===== config.mk =====
export PLATFORM = sky130hd
export DESIGN_NAME = throttled_packet_generator_flat
export DESIGN_NICKNAME = d
export VERILOG_FILES = /design/src/sv/tpg_pkg.sv /design/src/sv/tpg_in_if.sv /design/src/sv/tpg_out_if.sv /design/src/sv/tpg_cfg_regs.sv /design/src/sv/tpg_core.sv /design/src/sv/tpg_skid.sv /design/src/sv/throttled_packet_generator.sv /design/src/flat_wrapper.sv
export SDC_FILE = /design/constraint.sdc
export NUM_CORES = 1
export LEC_CHECK = 0
export BUFFER_PORTS_ARGS = -buffer_cell sky130_fd_sc_hd__buf_2
export CAP_MARGIN = 20
export CELL_PAD_IN_SITES_DETAIL_PLACEMENT = 0
export CELL_PAD_IN_SITES_GLOBAL_PLACEMENT = 1
export CORE_MARGIN = 2
export CORE_UTILIZATION = 44
export DETAILED_ROUTE_END_ITERATION = 7
export PLACE_DENSITY = 0.73
export REMOVE_ABC_BUFFERS = 1
export SYNTH_ARGS = -nofsm -noshare
export SYNTH_HDL_FRONTEND = slang
export SYNTH_SLANG_ARGS = --single-unit

===== constraint.sdc =====
create_clock -name clk_i -period 17.9 [get_ports clk_i]
set_clock_uncertainty 0.1 [all_clocks]
set_input_delay 1.79 -clock clk_i [delete_from_list [all_inputs] [get_ports clk_i]]
set_output_delay 1.79 -clock clk_i [all_outputs]
set_load 0.01 [all_outputs]

===== src/sv/tpg_pkg.sv =====
// ----------------------------------------------------------------------------
// tpg_pkg
// Shared types and constants for the throttled packet generator.
// ----------------------------------------------------------------------------
package tpg_pkg;

  localparam int CfgIdxW  = 3;
  localparam int CfgDataW = 64;
  localparam int CfgWordW = 32;
  localparam int FlitCntW = 8;
  localparam int PktCntW  = 64;
  localparam int MaskW    = 64;

  localparam logic [CfgWordW-1:0] CreditReset = 32'd1000;

  typedef enum logic [CfgIdxW-1:0] {
    RegPenaltyPerFlit = 3'd0,
    RegCreditPerTick  = 3'd1,
    RegFlitsMinusOne  = 3'd2,
    RegFinalKeepMask  = 3'd3
  } tpg_reg_e;

  typedef struct packed {
    logic [CfgWordW-1:0] penalty_per_flit;
    logic [CfgWordW-1:0] credit_per_tick;
    logic [FlitCntW-1:0] flits_per_packet_minus_one;
    logic [MaskW-1:0]    final_keep_mask;
  } tpg_cfg_t;

endpackage


===== src/sv/tpg_in_if.sv =====
// ----------------------------------------------------------------------------
// tpg_in_if
// Tick channel: one word per tick, carrying the downstream ready flag.
// ----------------------------------------------------------------------------
interface tpg_in_if;
  logic valid;
  logic ready;
  logic sink_ready;

  modport source (output valid, output sink_ready, input ready);
  modport sink (input valid, input sink_ready, output ready);
endinterface


===== src/sv/tpg_out_if.sv =====
// ----------------------------------------------------------------------------
// tpg_out_if
// Result channel: one word per tick with flit flags, keep and counters.
// ----------------------------------------------------------------------------
interface tpg_out_if #(
  parameter int KEEP_BITS = 64
);
  logic                 valid;
  logic                 ready;
  logic                 flit_valid;
  logic                 flit_last;
  logic [KEEP_BITS-1:0] flit_keep;
  logic [63:0]          packet_index;
  logic [63:0]          packets_sent;

  modport source (
    output valid, output flit_valid, output flit_last, output flit_keep,
    output packet_index, output packets_sent, input ready
  );
  modport sink (
    input valid, input flit_valid, input flit_last, input flit_keep,
    input packet_index, input packets_sent, output ready
  );
endinterface


===== src/sv/tpg_cfg_regs.sv =====
// ----------------------------------------------------------------------------
// tpg_cfg_regs
// Configuration register bank, written through a plain indexed write port.
// ----------------------------------------------------------------------------
module tpg_cfg_regs (
  input  logic                     clk_i,
  input  logic                     rst_ni,
  input  logic                     cfg_we_i,
  input  logic [tpg_pkg::CfgIdxW-1:0]  cfg_idx_i,
  input  logic [tpg_pkg::CfgDataW-1:0] cfg_data_i,
  output tpg_pkg::tpg_cfg_t        cfg_o
);
  import tpg_pkg::*;

  tpg_cfg_t cfg_q, cfg_d;

  always_comb begin
    cfg_d = cfg_q;
    if (cfg_we_i) begin
      case (tpg_reg_e'(cfg_idx_i))
        RegPenaltyPerFlit: cfg_d.penalty_per_flit = cfg_data_i[CfgWordW-1:0];
        RegCreditPerTick:  cfg_d.credit_per_tick = cfg_data_i[CfgWordW-1:0];
        RegFlitsMinusOne:  cfg_d.flits_per_packet_minus_one = cfg_data_i[FlitCntW-1:0];
        RegFinalKeepMask:  cfg_d.final_keep_mask = cfg_data_i[MaskW-1:0];
        default: ;
      endcase
    end
  end

  always_ff @(posedge clk_i or negedge rst_ni) begin
    if (!rst_ni) begin
      cfg_q.penalty_per_flit           <= '0;
      cfg_q.credit_per_tick            <= CreditReset;
      cfg_q.flits_per_packet_minus_one <= '0;
      cfg_q.final_keep_mask            <= '1;
    end else begin
      cfg_q <= cfg_d;
    end
  end

  assign cfg_o = cfg_q;

endmodule


===== src/sv/tpg_core.sv =====
// ----------------------------------------------------------------------------
// tpg_core
// Leaky-bucket throttle and packet state; decides and forms at most one flit a tick.
// ----------------------------------------------------------------------------
module tpg_core #(
  parameter int KEEP_BITS    = 64,
  parameter int PENALTY_BITS = 32
) (
  input  logic                         clk_i,
  input  logic                         rst_ni,
  input  tpg_pkg::tpg_cfg_t            cfg_i,
  input  logic                         step_i,
  input  logic                         sink_ready_i,
  output logic                         flit_valid_o,
  output logic                         flit_last_o,
  output logic [KEEP_BITS-1:0]         flit_keep_o,
  output logic [tpg_pkg::PktCntW-1:0]  packet_index_o,
  output logic [tpg_pkg::PktCntW-1:0]  packets_sent_o
);
  import tpg_pkg::*;

  // compare width covers both the accumulator and the 32-bit config words
  localparam int CmpW = ((PENALTY_BITS > CfgWordW) ? PENALTY_BITS : CfgWordW) + 1;

  logic [PENALTY_BITS-1:0] acc_q, acc_d;
  logic [FlitCntW-1:0]     flit_cnt_q, flit_cnt_d;
  logic [PktCntW-1:0]      pkt_cnt_q, pkt_cnt_d;
  logic                    in_packet_q, in_packet_d;

  logic [CmpW-1:0] acc_ext, credit_ext, sum_ext, drain_ext, acc_max_ext;
  logic            below_credit, send, last_flit;

  always_comb begin
    acc_ext      = CmpW'(acc_q);
    credit_ext   = CmpW'(cfg_i.credit_per_tick);
    acc_max_ext  = CmpW'({PENALTY_BITS{1'b1}});
    sum_ext      = acc_ext + CmpW'(cfg_i.penalty_per_flit);
    drain_ext    = acc_ext - credit_ext;
    below_credit = acc_ext < credit_ext;
    send         = sink_ready_i && (in_packet_q || below_credit);
    last_flit    = flit_cnt_q >= cfg_i.flits_per_packet_minus_one;
  end

  always_comb begin
    acc_d       = acc_q;
    flit_cnt_d  = flit_cnt_q;
    pkt_cnt_d   = pkt_cnt_q;
    in_packet_d = in_packet_q;
    if (step_i) begin
      if (send) begin
        // saturate rather than wrap
        acc_d = (sum_ext > acc_max_ext) ? {PENALTY_BITS{1'b1}}
                                        : sum_ext[PENALTY_BITS-1:0];
        if (last_flit) begin
          in_packet_d = 1'b0;
          flit_cnt_d  = '0;
          pkt_cnt_d   = pkt_cnt_q + PktCntW'(1);
        end else begin
          in_packet_d = 1'b1;
          flit_cnt_d  = flit_cnt_q + FlitCntW'(1);
        end
      end else begin
        // idle tick drains the bucket, floored at zero
        acc_d = below_credit ? '0 : drain_ext[PENALTY_BITS-1:0];
      end
    end
  end

  always_ff @(posedge clk_i or negedge rst_ni) begin
    if (!rst_ni) begin
      acc_q       <= '0;
      flit_cnt_q  <= '0;
      pkt_cnt_q   <= '0;
      in_packet_q <= 1'b0;
    end else begin
      acc_q       <= acc_d;
      flit_cnt_q  <= flit_cnt_d;
      pkt_cnt_q   <= pkt_cnt_d;
      in_packet_q <= in_packet_d;
    end
  end

  always_comb begin
    flit_valid_o   = send;
    flit_last_o    = send && last_flit;
    flit_keep_o    = '0;
    packet_index_o = '0;
    if (send) begin
      flit_keep_o    = last_flit ? cfg_i.final_keep_mask[KEEP_BITS-1:0]
                                 : {KEEP_BITS{1'b1}};
      packet_index_o = pkt_cnt_q;
    end
    packets_sent_o = pkt_cnt_q;
  end

  a_idle_cnt_zero: assert property (@(posedge clk_i) disable iff (!rst_ni)
    !in_packet_q |-> flit_cnt_q == '0)
    else $error("flit counter non-zero outside a packet");

  a_last_ends_packet: assert property (@(posedge clk_i) disable iff (!rst_ni)
    step_i && send && last_flit |=> !in_packet_q && pkt_cnt_q == $past(pkt_cnt_q) + 1'b1)
    else $error("last flit did not close the packet");

  a_idle_drains: assert property (@(posedge clk_i) disable iff (!rst_ni)
    step_i && !send |=> acc_q <= $past(acc_q) && pkt_cnt_q == $past(pkt_cnt_q))
    else $error("idle tick raised the accumulator or counted a packet");

endmodule


===== src/sv/tpg_skid.sv =====
// ----------------------------------------------------------------------------
// tpg_skid
// Two-entry output buffer: result register plus skid register.
// ----------------------------------------------------------------------------
module tpg_skid #(
  parameter int DataW = 8
) (
  input  logic             clk_i,
  input  logic             rst_ni,
  input  logic             in_valid_i,
  output logic             in_ready_o,
  input  logic [DataW-1:0] in_data_i,
  output logic             out_valid_o,
  input  logic             out_ready_i,
  output logic [DataW-1:0] out_data_o
);
  logic             out_valid_q, out_valid_d;
  logic             skid_valid_q, skid_valid_d;
  logic [DataW-1:0] out_data_q, out_data_d;
  logic [DataW-1:0] skid_data_q, skid_data_d;
  logic             in_take, out_free;

  assign in_ready_o = !skid_valid_q;
  assign in_take    = in_valid_i && !skid_valid_q;
  assign out_free   = !out_valid_q || out_ready_i;

  always_comb begin
    out_valid_d  = out_valid_q;
    skid_valid_d = skid_valid_q;
    out_data_d   = out_data_q;
    skid_data_d  = skid_data_q;
    if (out_free) begin
      if (skid_valid_q) begin
        out_valid_d  = 1'b1;
        out_data_d   = skid_data_q;
        skid_valid_d = 1'b0;
      end else begin
        out_valid_d = in_take;
        out_data_d  = in_data_i;
      end
    end else if (in_take) begin
      // result register stalled: park the word
      skid_valid_d = 1'b1;
      skid_data_d  = in_data_i;
    end
  end

  always_ff @(posedge clk_i or negedge rst_ni) begin
    if (!rst_ni) begin
      out_valid_q  <= 1'b0;
      skid_valid_q <= 1'b0;
    end else begin
      out_valid_q  <= out_valid_d;
      skid_valid_q <= skid_valid_d;
    end
  end

  always_ff @(posedge clk_i) begin
    out_data_q  <= out_data_d;
    skid_data_q <= skid_data_d;
  end

  assign out_valid_o = out_valid_q;
  assign out_data_o  = out_data_q;

  a_skid_behind_out: assert property (@(posedge clk_i) disable iff (!rst_ni)
    skid_valid_q |-> out_valid_q)
    else $error("skid entry held with empty result register");

  a_skid_fill_on_stall: assert property (@(posedge clk_i) disable iff (!rst_ni)
    $rose(skid_valid_q) |-> $past(out_valid_o && !out_ready_i))
    else $error("skid filled without a stalled result");

endmodule


===== src/sv/throttled_packet_generator.sv =====
// ----------------------------------------------------------------------------
// throttled_packet_generator
// Leaky-bucket rate-limited stream source: one result word per tick word.
// ----------------------------------------------------------------------------
//  channel   dir  handshake      payload
//  item_in   in   valid/ready    sink_ready
//  flit_out  out  valid/ready    flit_valid, flit_last, flit_keep,
//                                packet_index, packets_sent
//  cfg       in   cfg_we_i       cfg_idx_i, cfg_data_i (no read-back)
//
//  one tick word is taken per clock while item_in.ready is high; its result
//  goes to the result register, or to the skid register while that is stalled.
//  a two-entry output buffer lets one more tick be taken after the
//  output stalls; item_in.ready drops only while both entries are full.
//  reset (rst_ni, asynchronous) empties the buffer and clears the bucket,
//  counters and packet flag; config returns to its reset values.
// ----------------------------------------------------------------------------
module throttled_packet_generator #(
  parameter int KEEP_BITS    = 64,
  parameter int PENALTY_BITS = 32
) (
  input  logic                          clk_i,
  input  logic                          rst_ni,
  tpg_in_if.sink                        item_in,
  tpg_out_if.source                     flit_out,
  input  logic                          cfg_we_i,
  input  logic [tpg_pkg::CfgIdxW-1:0]   cfg_idx_i,
  input  logic [tpg_pkg::CfgDataW-1:0]  cfg_data_i
);
  import tpg_pkg::*;

  localparam int ResW = 2 + KEEP_BITS + 2 * PktCntW;

  tpg_cfg_t             cfg;
  logic                 step;
  logic                 res_valid, res_last;
  logic [KEEP_BITS-1:0] res_keep;
  logic [PktCntW-1:0]   res_index, res_sent;
  logic [ResW-1:0]      res_word, out_word;

  tpg_cfg_regs u_cfg (
    .clk_i      (clk_i),
    .rst_ni     (rst_ni),
    .cfg_we_i   (cfg_we_i),
    .cfg_idx_i  (cfg_idx_i),
    .cfg_data_i (cfg_data_i),
    .cfg_o      (cfg)
  );

  assign step = item_in.valid && item_in.ready;

  tpg_core #(
    .KEEP_BITS    (KEEP_BITS),
    .PENALTY_BITS (PENALTY_BITS)
  ) u_core (
    .clk_i          (clk_i),
    .rst_ni         (rst_ni),
    .cfg_i          (cfg),
    .step_i         (step),
    .sink_ready_i   (item_in.sink_ready),
    .flit_valid_o   (res_valid),
    .flit_last_o    (res_last),
    .flit_keep_o    (res_keep),
    .packet_index_o (res_index),
    .packets_sent_o (res_sent)
  );

  assign res_word = {res_valid, res_last, res_keep, res_index, res_sent};

  tpg_skid #(
    .DataW (ResW)
  ) u_skid (
    .clk_i       (clk_i),
    .rst_ni      (rst_ni),
    .in_valid_i  (item_in.valid),
    .in_ready_o  (item_in.ready),
    .in_data_i   (res_word),
    .out_valid_o (flit_out.valid),
    .out_ready_i (flit_out.ready),
    .out_data_o  (out_word)
  );

  assign {flit_out.flit_valid, flit_out.flit_last, flit_out.flit_keep,
          flit_out.packet_index, flit_out.packets_sent} = out_word;

endmodule

===== src/flat_wrapper.sv =====
// flat-port wrapper written by rule: the top's interface ports become plain ports
module throttled_packet_generator_flat import tpg_pkg::*;
#(
  parameter int KEEP_BITS    = 64,
  parameter int PENALTY_BITS = 32
)
  (clk_i, rst_ni, cfg_we_i, cfg_idx_i, cfg_data_i, item_in_valid, item_in_sink_ready, item_in_ready, flit_out_valid, flit_out_flit_valid, flit_out_flit_last, flit_out_flit_keep, flit_out_packet_index, flit_out_packets_sent, flit_out_ready);
  tpg_in_if item_in_i ();
  tpg_out_if #(.KEEP_BITS(KEEP_BITS)) flit_out_i ();
  input  logic clk_i;
  input  logic rst_ni;
  input  logic cfg_we_i;
  input  logic [tpg_pkg::CfgIdxW-1:0] cfg_idx_i;
  input  logic [tpg_pkg::CfgDataW-1:0] cfg_data_i;
  input wire logic [$bits(item_in_i.valid)-1:0] item_in_valid;
  input wire logic [$bits(item_in_i.sink_ready)-1:0] item_in_sink_ready;
  output wire logic [$bits(item_in_i.ready)-1:0] item_in_ready;
  output wire logic [$bits(flit_out_i.valid)-1:0] flit_out_valid;
  output wire logic [$bits(flit_out_i.flit_valid)-1:0] flit_out_flit_valid;
  output wire logic [$bits(flit_out_i.flit_last)-1:0] flit_out_flit_last;
  output wire logic [$bits(flit_out_i.flit_keep)-1:0] flit_out_flit_keep;
  output wire logic [$bits(flit_out_i.packet_index)-1:0] flit_out_packet_index;
  output wire logic [$bits(flit_out_i.packets_sent)-1:0] flit_out_packets_sent;
  input wire logic [$bits(flit_out_i.ready)-1:0] flit_out_ready;
  assign item_in_i.valid = item_in_valid;
  assign item_in_i.sink_ready = item_in_sink_ready;
  assign item_in_ready = item_in_i.ready;
  assign flit_out_valid = flit_out_i.valid;
  assign flit_out_flit_valid = flit_out_i.flit_valid;
  assign flit_out_flit_last = flit_out_i.flit_last;
  assign flit_out_flit_keep = flit_out_i.flit_keep;
  assign flit_out_packet_index = flit_out_i.packet_index;
  assign flit_out_packets_sent = flit_out_i.packets_sent;
  assign flit_out_i.ready = flit_out_ready;
  throttled_packet_generator #(.KEEP_BITS(KEEP_BITS), .PENALTY_BITS(PENALTY_BITS)) u_core (.clk_i(clk_i), .rst_ni(rst_ni), .item_in(item_in_i), .flit_out(flit_out_i), .cfg_we_i(cfg_we_i), .cfg_idx_i(cfg_idx_i), .cfg_data_i(cfg_data_i));
endmodule

Yosys cells after proc, flatten, opt, wreduce, memory -nomap -nowiden
Index checks and enable logic that the tools add are counted.

Reductions and logical operators: 16. Muxes and demuxes: 12. Magnitude comparators: 3. Bitwise operators: 1. Add/sub/neg operators: 4. Equal/unequal tests: 3.

Operators with widths (number): $mux 194 (1); $mux 64 (3); $mux 32 (3); $add 64x1->64 const B (1); $add 32x32->33 (1); $gt 33x32->1 const B (1); $lt 32x32->1 (1); $sub 32x32->32 (1); $reduce_and 2->1 (6); $add 8x1->8 const B (1); $ge 8x8->1 (1); $mux 8 (1); $eq 3x2->1 const B (2); $mux 1 (4); $eq 3x1->1 const B (1); $logic_and 1x1->1 (3); $logic_not 3->1 (1); $reduce_and 3->1 (1); $logic_not 1->1 (2); $logic_or 1x1->1 (2); $reduce_bool 2->1 (1); $not 1->1 (1).

Bits in registers: 631. Output and inout port bits: 196.

Longest topological paths before layout
Depth in word-level cells: 5. Gate-level depth with buffers: 16. Mapped depth without buffers: 14.

Modules after synthesis
Synthesis repeated with hierarchy kept, for this count alone.

Cell total of the unflattened synthesis: 2122. Area, all modules: 29303.1 um2.

By module, submodules not included: tpg_skid (sequential area each 11701.2 um2, area an instance 14601.5 um2, times used 1, cells an instance 612); tpg_core (sequential area each 2627.5 um2, area an instance 9467.8 um2, times used 1, cells an instance 1218); tpg_cfg_regs (sequential area each 3490.8 um2, area an instance 5227.5 um2, times used 1, cells an instance 291); throttled_packet_generator (sequential area each 0.0 um2, area an instance 6.3 um2, times used 1, cells an instance 1).

Worst setup path before layout
No wires, ideal clock.

Path kind: input -> register. From: in flit_out_ready. To: reg u_core.u_skid.skid_data_q[0] (enable). Setup slack: -3119 ps. Data required time: 15620 ps. Stages on the path: 2. Library setup time: 2180 ps. Arrival time: 18740 ps. Cell sequence: nand2b_1 -> nor2_1.

Word-level cells in the longest chain between the ends: 3.

Ends and longest elaborated chain: from (decl) (RTL line flat_wrapper.sv:24) `input wire logic [$bits(flit_out_i.ready)-1:0] flit_out_ready;`; $logic_or 1x1->1 (RTL line tpg_skid.sv:25) `assign out_free = !out_valid_q || out_ready_i;`; $not 1->1 (no line); $reduce_and 2->1 (no line); to (signal assigned) (RTL line tpg_skid.sv:60) `skid_data_q <= skid_data_d;`; to (decl) (RTL line tpg_skid.sv:20) `logic [DataW-1:0] skid_data_q, skid_data_d;`.

No other way between the ends. A chain may end at the register's enable or synchronous reset.

Worst setup path after layout
From: reg u_core.u_core.acc_q[0]. To: reg u_core.u_core.flit_cnt_q[7].

Word-level cells in the longest chain between the ends: 4.

Ends and longest elaborated chain: from (decl) (RTL line tpg_core.sv:25) `logic [PENALTY_BITS-1:0] acc_q, acc_d;`; from (signal assigned) (RTL line tpg_core.sv:71) `acc_q <= '0;`; from (signal assigned) (RTL line tpg_core.sv:76) `acc_q <= acc_d;`; $lt 32x32->1 (RTL line tpg_core.sv:39) `below_credit = acc_ext < credit_ext;`; $logic_or 1x1->1 (RTL line tpg_core.sv:40) `send = sink_ready_i && (in_packet_q || below_credit);`; $logic_and 1x1->1 (RTL line tpg_core.sv:40); $reduce_and 2->1 (no line); to (signal assigned) (RTL line tpg_core.sv:77) `flit_cnt_q <= flit_cnt_d;`; to (decl) (RTL line tpg_core.sv:26) `logic [FlitCntW-1:0] flit_cnt_q, flit_cnt_d;`.

No other way between the ends.

==> results.sh <==
export IMPL_io_buffers=268
export IMPL_ant_nets=0
export IMPL_final_core_util=0.514
export IMPL_area_growth_pct=15.6
export IMPL_clk_pin_slew_worst_paths_ns=0.06
export IMPL_die_area_mm2=0.0672
export IMPL_drc=0
export IMPL_dp_hpwl_um=43900
export IMPL_final_setup_viol_count=0
export IMPL_cp_data_arrival_time_ns=5.04
export IMPL_rows=93
export IMPL_cts_tree="built"
export IMPL_fmax_mhz=214
export IMPL_fin_ws_ns=13.22
export IMPL_cpPeakStageDelay_ns=0.60
export IMPL_synth_top_family_by_area="multiplexers"
export IMPL_tightestPinTransition_ns=1.21
export IMPL_cp_data_required_time_ns=18.26
export IMPL_synthSimpleGateAreaFrac=0.103
export IMPL_synthDistinctLibCells=78
export IMPL_grt_max_degree=182
export IMPL_postCtsSetupBuffers=0
export IMPL_instances_no_fill=3410
export IMPL_synth_xor_area_frac=0.0348
export IMPL_nets=2648
export IMPL_synth_avg_cell_area_um2=12.8
export IMPL_p_leak_uw=0.0135
export IMPL_whs_path_depth=0
export IMPL_place_congestion=0.881
export IMPL_synthMuxAreaShare=0.106
export IMPL_min_period_over_period=0.261
export IMPL_slew_headroom=0.196
export IMPL_core_area_mm2=0.0645
export IMPL_clock_latency_ns=0.60
export IMPL_outcome="complete, no violations"
export IMPL_numCtsBuffers=69
export IMPL_postCtsHoldBufs=0
export IMPL_drt_initial_drc_count=1515
export IMPL_worstSetupPathType="register to register"
export IMPL_p_per_area_mw_per_mm2=145
export IMPL_worstPathCellList="inv_1, ha_1, inv_1, fa_1, a211oi_2, o21a_1, o22ai_1, o41ai_2, o41ai_2, a31o_4, inv_2, buf_4, nand2_1, o21ai_0, o31ai_1"
export IMPL_yosysSeqAreaShare=0.622
export IMPL_start_kind="register"
export IMPL_cp_slowest_cell="buf_4"
export IMPL_grt_pass1_wl_um=105000
export IMPL_cts_max_level=3
export IMPL_num_io_pins=269
export IMPL_finalCriticalPeriod_ns=4.68
export IMPL_setup_worst_path_end_class="register"
export IMPL_synth_enable_flop_cells=388
export IMPL_overflow=0
export IMPL_ys_warn_count=0
export IMPL_hp_class="register to register"
export IMPL_vias=18324
export IMPL_antenna_found_initial=3
export IMPL_cts_sinks=631
export IMPL_drt_pass1_iterations=5
export IMPL_synthFlopType="edfxtp_1"
export IMPL_drt_wl_total_um=67500
export IMPL_worst_path_stages=15
export IMPL_drive_gt1_frac=0.298
export IMPL_track_usage=0.200
export IMPL_r2r_cells=15
export IMPL_synth_compound_area_frac=0.0767
export IMPL_wl_per_cell_um=19.8
export IMPL_synth_fa_ha_area_frac=0.0337
export IMPL_post_place_cells=3282
export IMPL_root_buffer="clkbuf_16"
export IMPL_preCtsSetupSlack_ns=13.26
export IMPL_cp_num_buf_inv=4
export IMPL_cpLargestDelayFamily="compound AO/OA/AOI/OAI gates"
export IMPL_hold_ws_ns=0.348
export IMPL_synthArstFlopShare=0.385
export IMPL_post_drt_via_cell_ratio=5.37
export IMPL_maxSlewViolCount=0
export IMPL_rsz0062_at_grt="no"
export IMPL_clockBufferDepth=3
export IMPL_ctsResizeCount=0
export IMPL_cp_max_fo=59
export IMPL_dieHeight_um=259
export IMPL_synth_cells=2241
export IMPL_initial_core_util=0.445
export IMPL_ir_worst_vdd_mv=0.0674
export IMPL_netlist_area_mm2=0.0287
export IMPL_maxCapViolCount=0
export IMPL_hold_violations=0
export IMPL_ys_ff_latch=631
export IMPL_grt_pass1_vias=18474
export IMPL_die_w_um=259
==> cell usage in the layout, fill, tap and decap left out, types with 71 or more instances in the layout <==
| master | n |
|---|---|
| clkbuf_16 | 71 |
| xnor2_1 | 79 |
| inv_1 | 71 |
| buf_2 | 267 |
| nor2_1 | 222 |
| o21ai_0 | 139 |
| edfxtp_1 | 388 |
| mux2_2 | 268 |
| ha_1 | 74 |
| dfrtp_1 | 172 |
| nand2_1 | 163 |
==> power breakdown <==
group          internal [uW]  switching, uW
Clock                    801            577
Sequential              1830            121
Combinational            588            876
Total                   3210           1570
==> synthesized netlist by cell type (4+ instances only) <==
cell,count,area (um2)
and4_1,7,61.3
o21ai_0,140,701
a21o_1,29,218
a31oi_1,16,100
ha_1,74,926
o21a_1,13,97.6
a211oi_1,10,75.1
nor2_1,223,837
xnor2_1,79,692
o22ai_1,5,31.3
buf_2,8,40.0
and3_1,17,106
nor4_1,15,93.8
and2_1,59,369
nor3_1,31,155
nand2b_1,6,37.5
buf_1,11,41.3
o31ai_1,22,165
xor2_1,35,307
dfstp_2,70,1840
nand3_1,37,185
inv_1,73,274
o211ai_1,4,30.0
nand4_1,23,144
dfrtp_1,173,4330
mux2_2,268,3020
clkbuf_1,83,312
nand2_1,163,612
edfxtp_1,388,11700
a21oi_1,68,340
nor2b_1,9,56.3
o21bai_1,7,52.6
a21boi_0,4,30.0
==> state kept, by name, summed over array words and instances (netlist names) <==
| name | count |
|---|---|
| u_core.u_cfg.cfg_o | 136 |
| u_core.u_skid.out_data_o | 194 |
| u_core.u_skid.skid_valid_q | 1 |
| u_core.u_core.packets_sent_o | 64 |
| u_core.u_core.acc_q | 32 |
| u_core.u_skid.skid_data_q | 194 |
| u_core.u_core.in_packet_q | 1 |
| u_core.u_core.flit_cnt_q | 8 |
| u_core.u_skid.out_valid_o | 1 |
==> worst paths after layout <==
| kind | end | startpoint | slack, ns |
|---|---|---|---|
| worst min-delay path | u_core.u_skid.skid_data_q[50]$_DFFE_PP_ | u_core.u_core.packets_sent_o[50]$_DFFE_PN0P_ | 0.35 |
| min in group asynchronous | u_core.u_cfg.cfg_o[98]$_DFFE_PN0P_ | rst_ni | 1.19 |
| max in group asynchronous | u_core.u_skid.skid_valid_q$_DFFE_PN0P_ | rst_ni | 14.93 |
| worst min register to register | u_core.u_skid.skid_data_q[50]$_DFFE_PP_ | u_core.u_core.packets_sent_o[50]$_DFFE_PN0P_ | 0.35 |
| worst max register to register | u_core.u_core.flit_cnt_q[7]$_DFFE_PN0P_ | u_core.u_core.acc_q[0]$_DFFE_PN0P_ | 13.22 |
| worst max-delay path | u_core.u_core.flit_cnt_q[7]$_DFFE_PN0P_ | u_core.u_core.acc_q[0]$_DFFE_PN0P_ | 13.22 |
==> per-stage QoR <==
step / instance area [um2] / total power [uW] / setup TNS (ns)
5_1_grt: 33100 / 5060 / 0
3_5_place_dp: 30900 / 3420 / 0
4_1_cts: 33100 / 4820 / 0
6_report: 33100 / 4790 / 0
2_1_floorplan: 28300 / 2990 / -605.14
3_3_place_gp: 30900 / 3400 / 0
==> routing by layer <==
layer  GRT usage  wire length (um)
met5           0                 0
met4      0.0706              1860
met3      0.0279              3640
met1       0.281             30600
met2       0.321             31400
==> cells by family after synthesis <==
| group | count (synthesis) |
|---|---|
| AOI/OAI and AO/OA | 354 |
| adders and majority gates | 76 |
| buffers and inverters | 176 |
| DFF | 631 |
| xor gates and xnor gates | 114 |
| and+or+nand+nor | 620 |
| muxes | 270 |
==> layout make-up <==
cell class                      instances  area (um2)
Inverter                               73         279
Clock buffer                           94        1920
Timing Repair Buffer                  290        1560
Tap cell                              855        1070
Multi-Input combinational cell       1434       10200
Clock inverter                         32         269
Fill cell                            5656       31300
Sequential cell                       631       17800
Antenna cell                            1        2.50
Power figures use the tool's default switching activity.
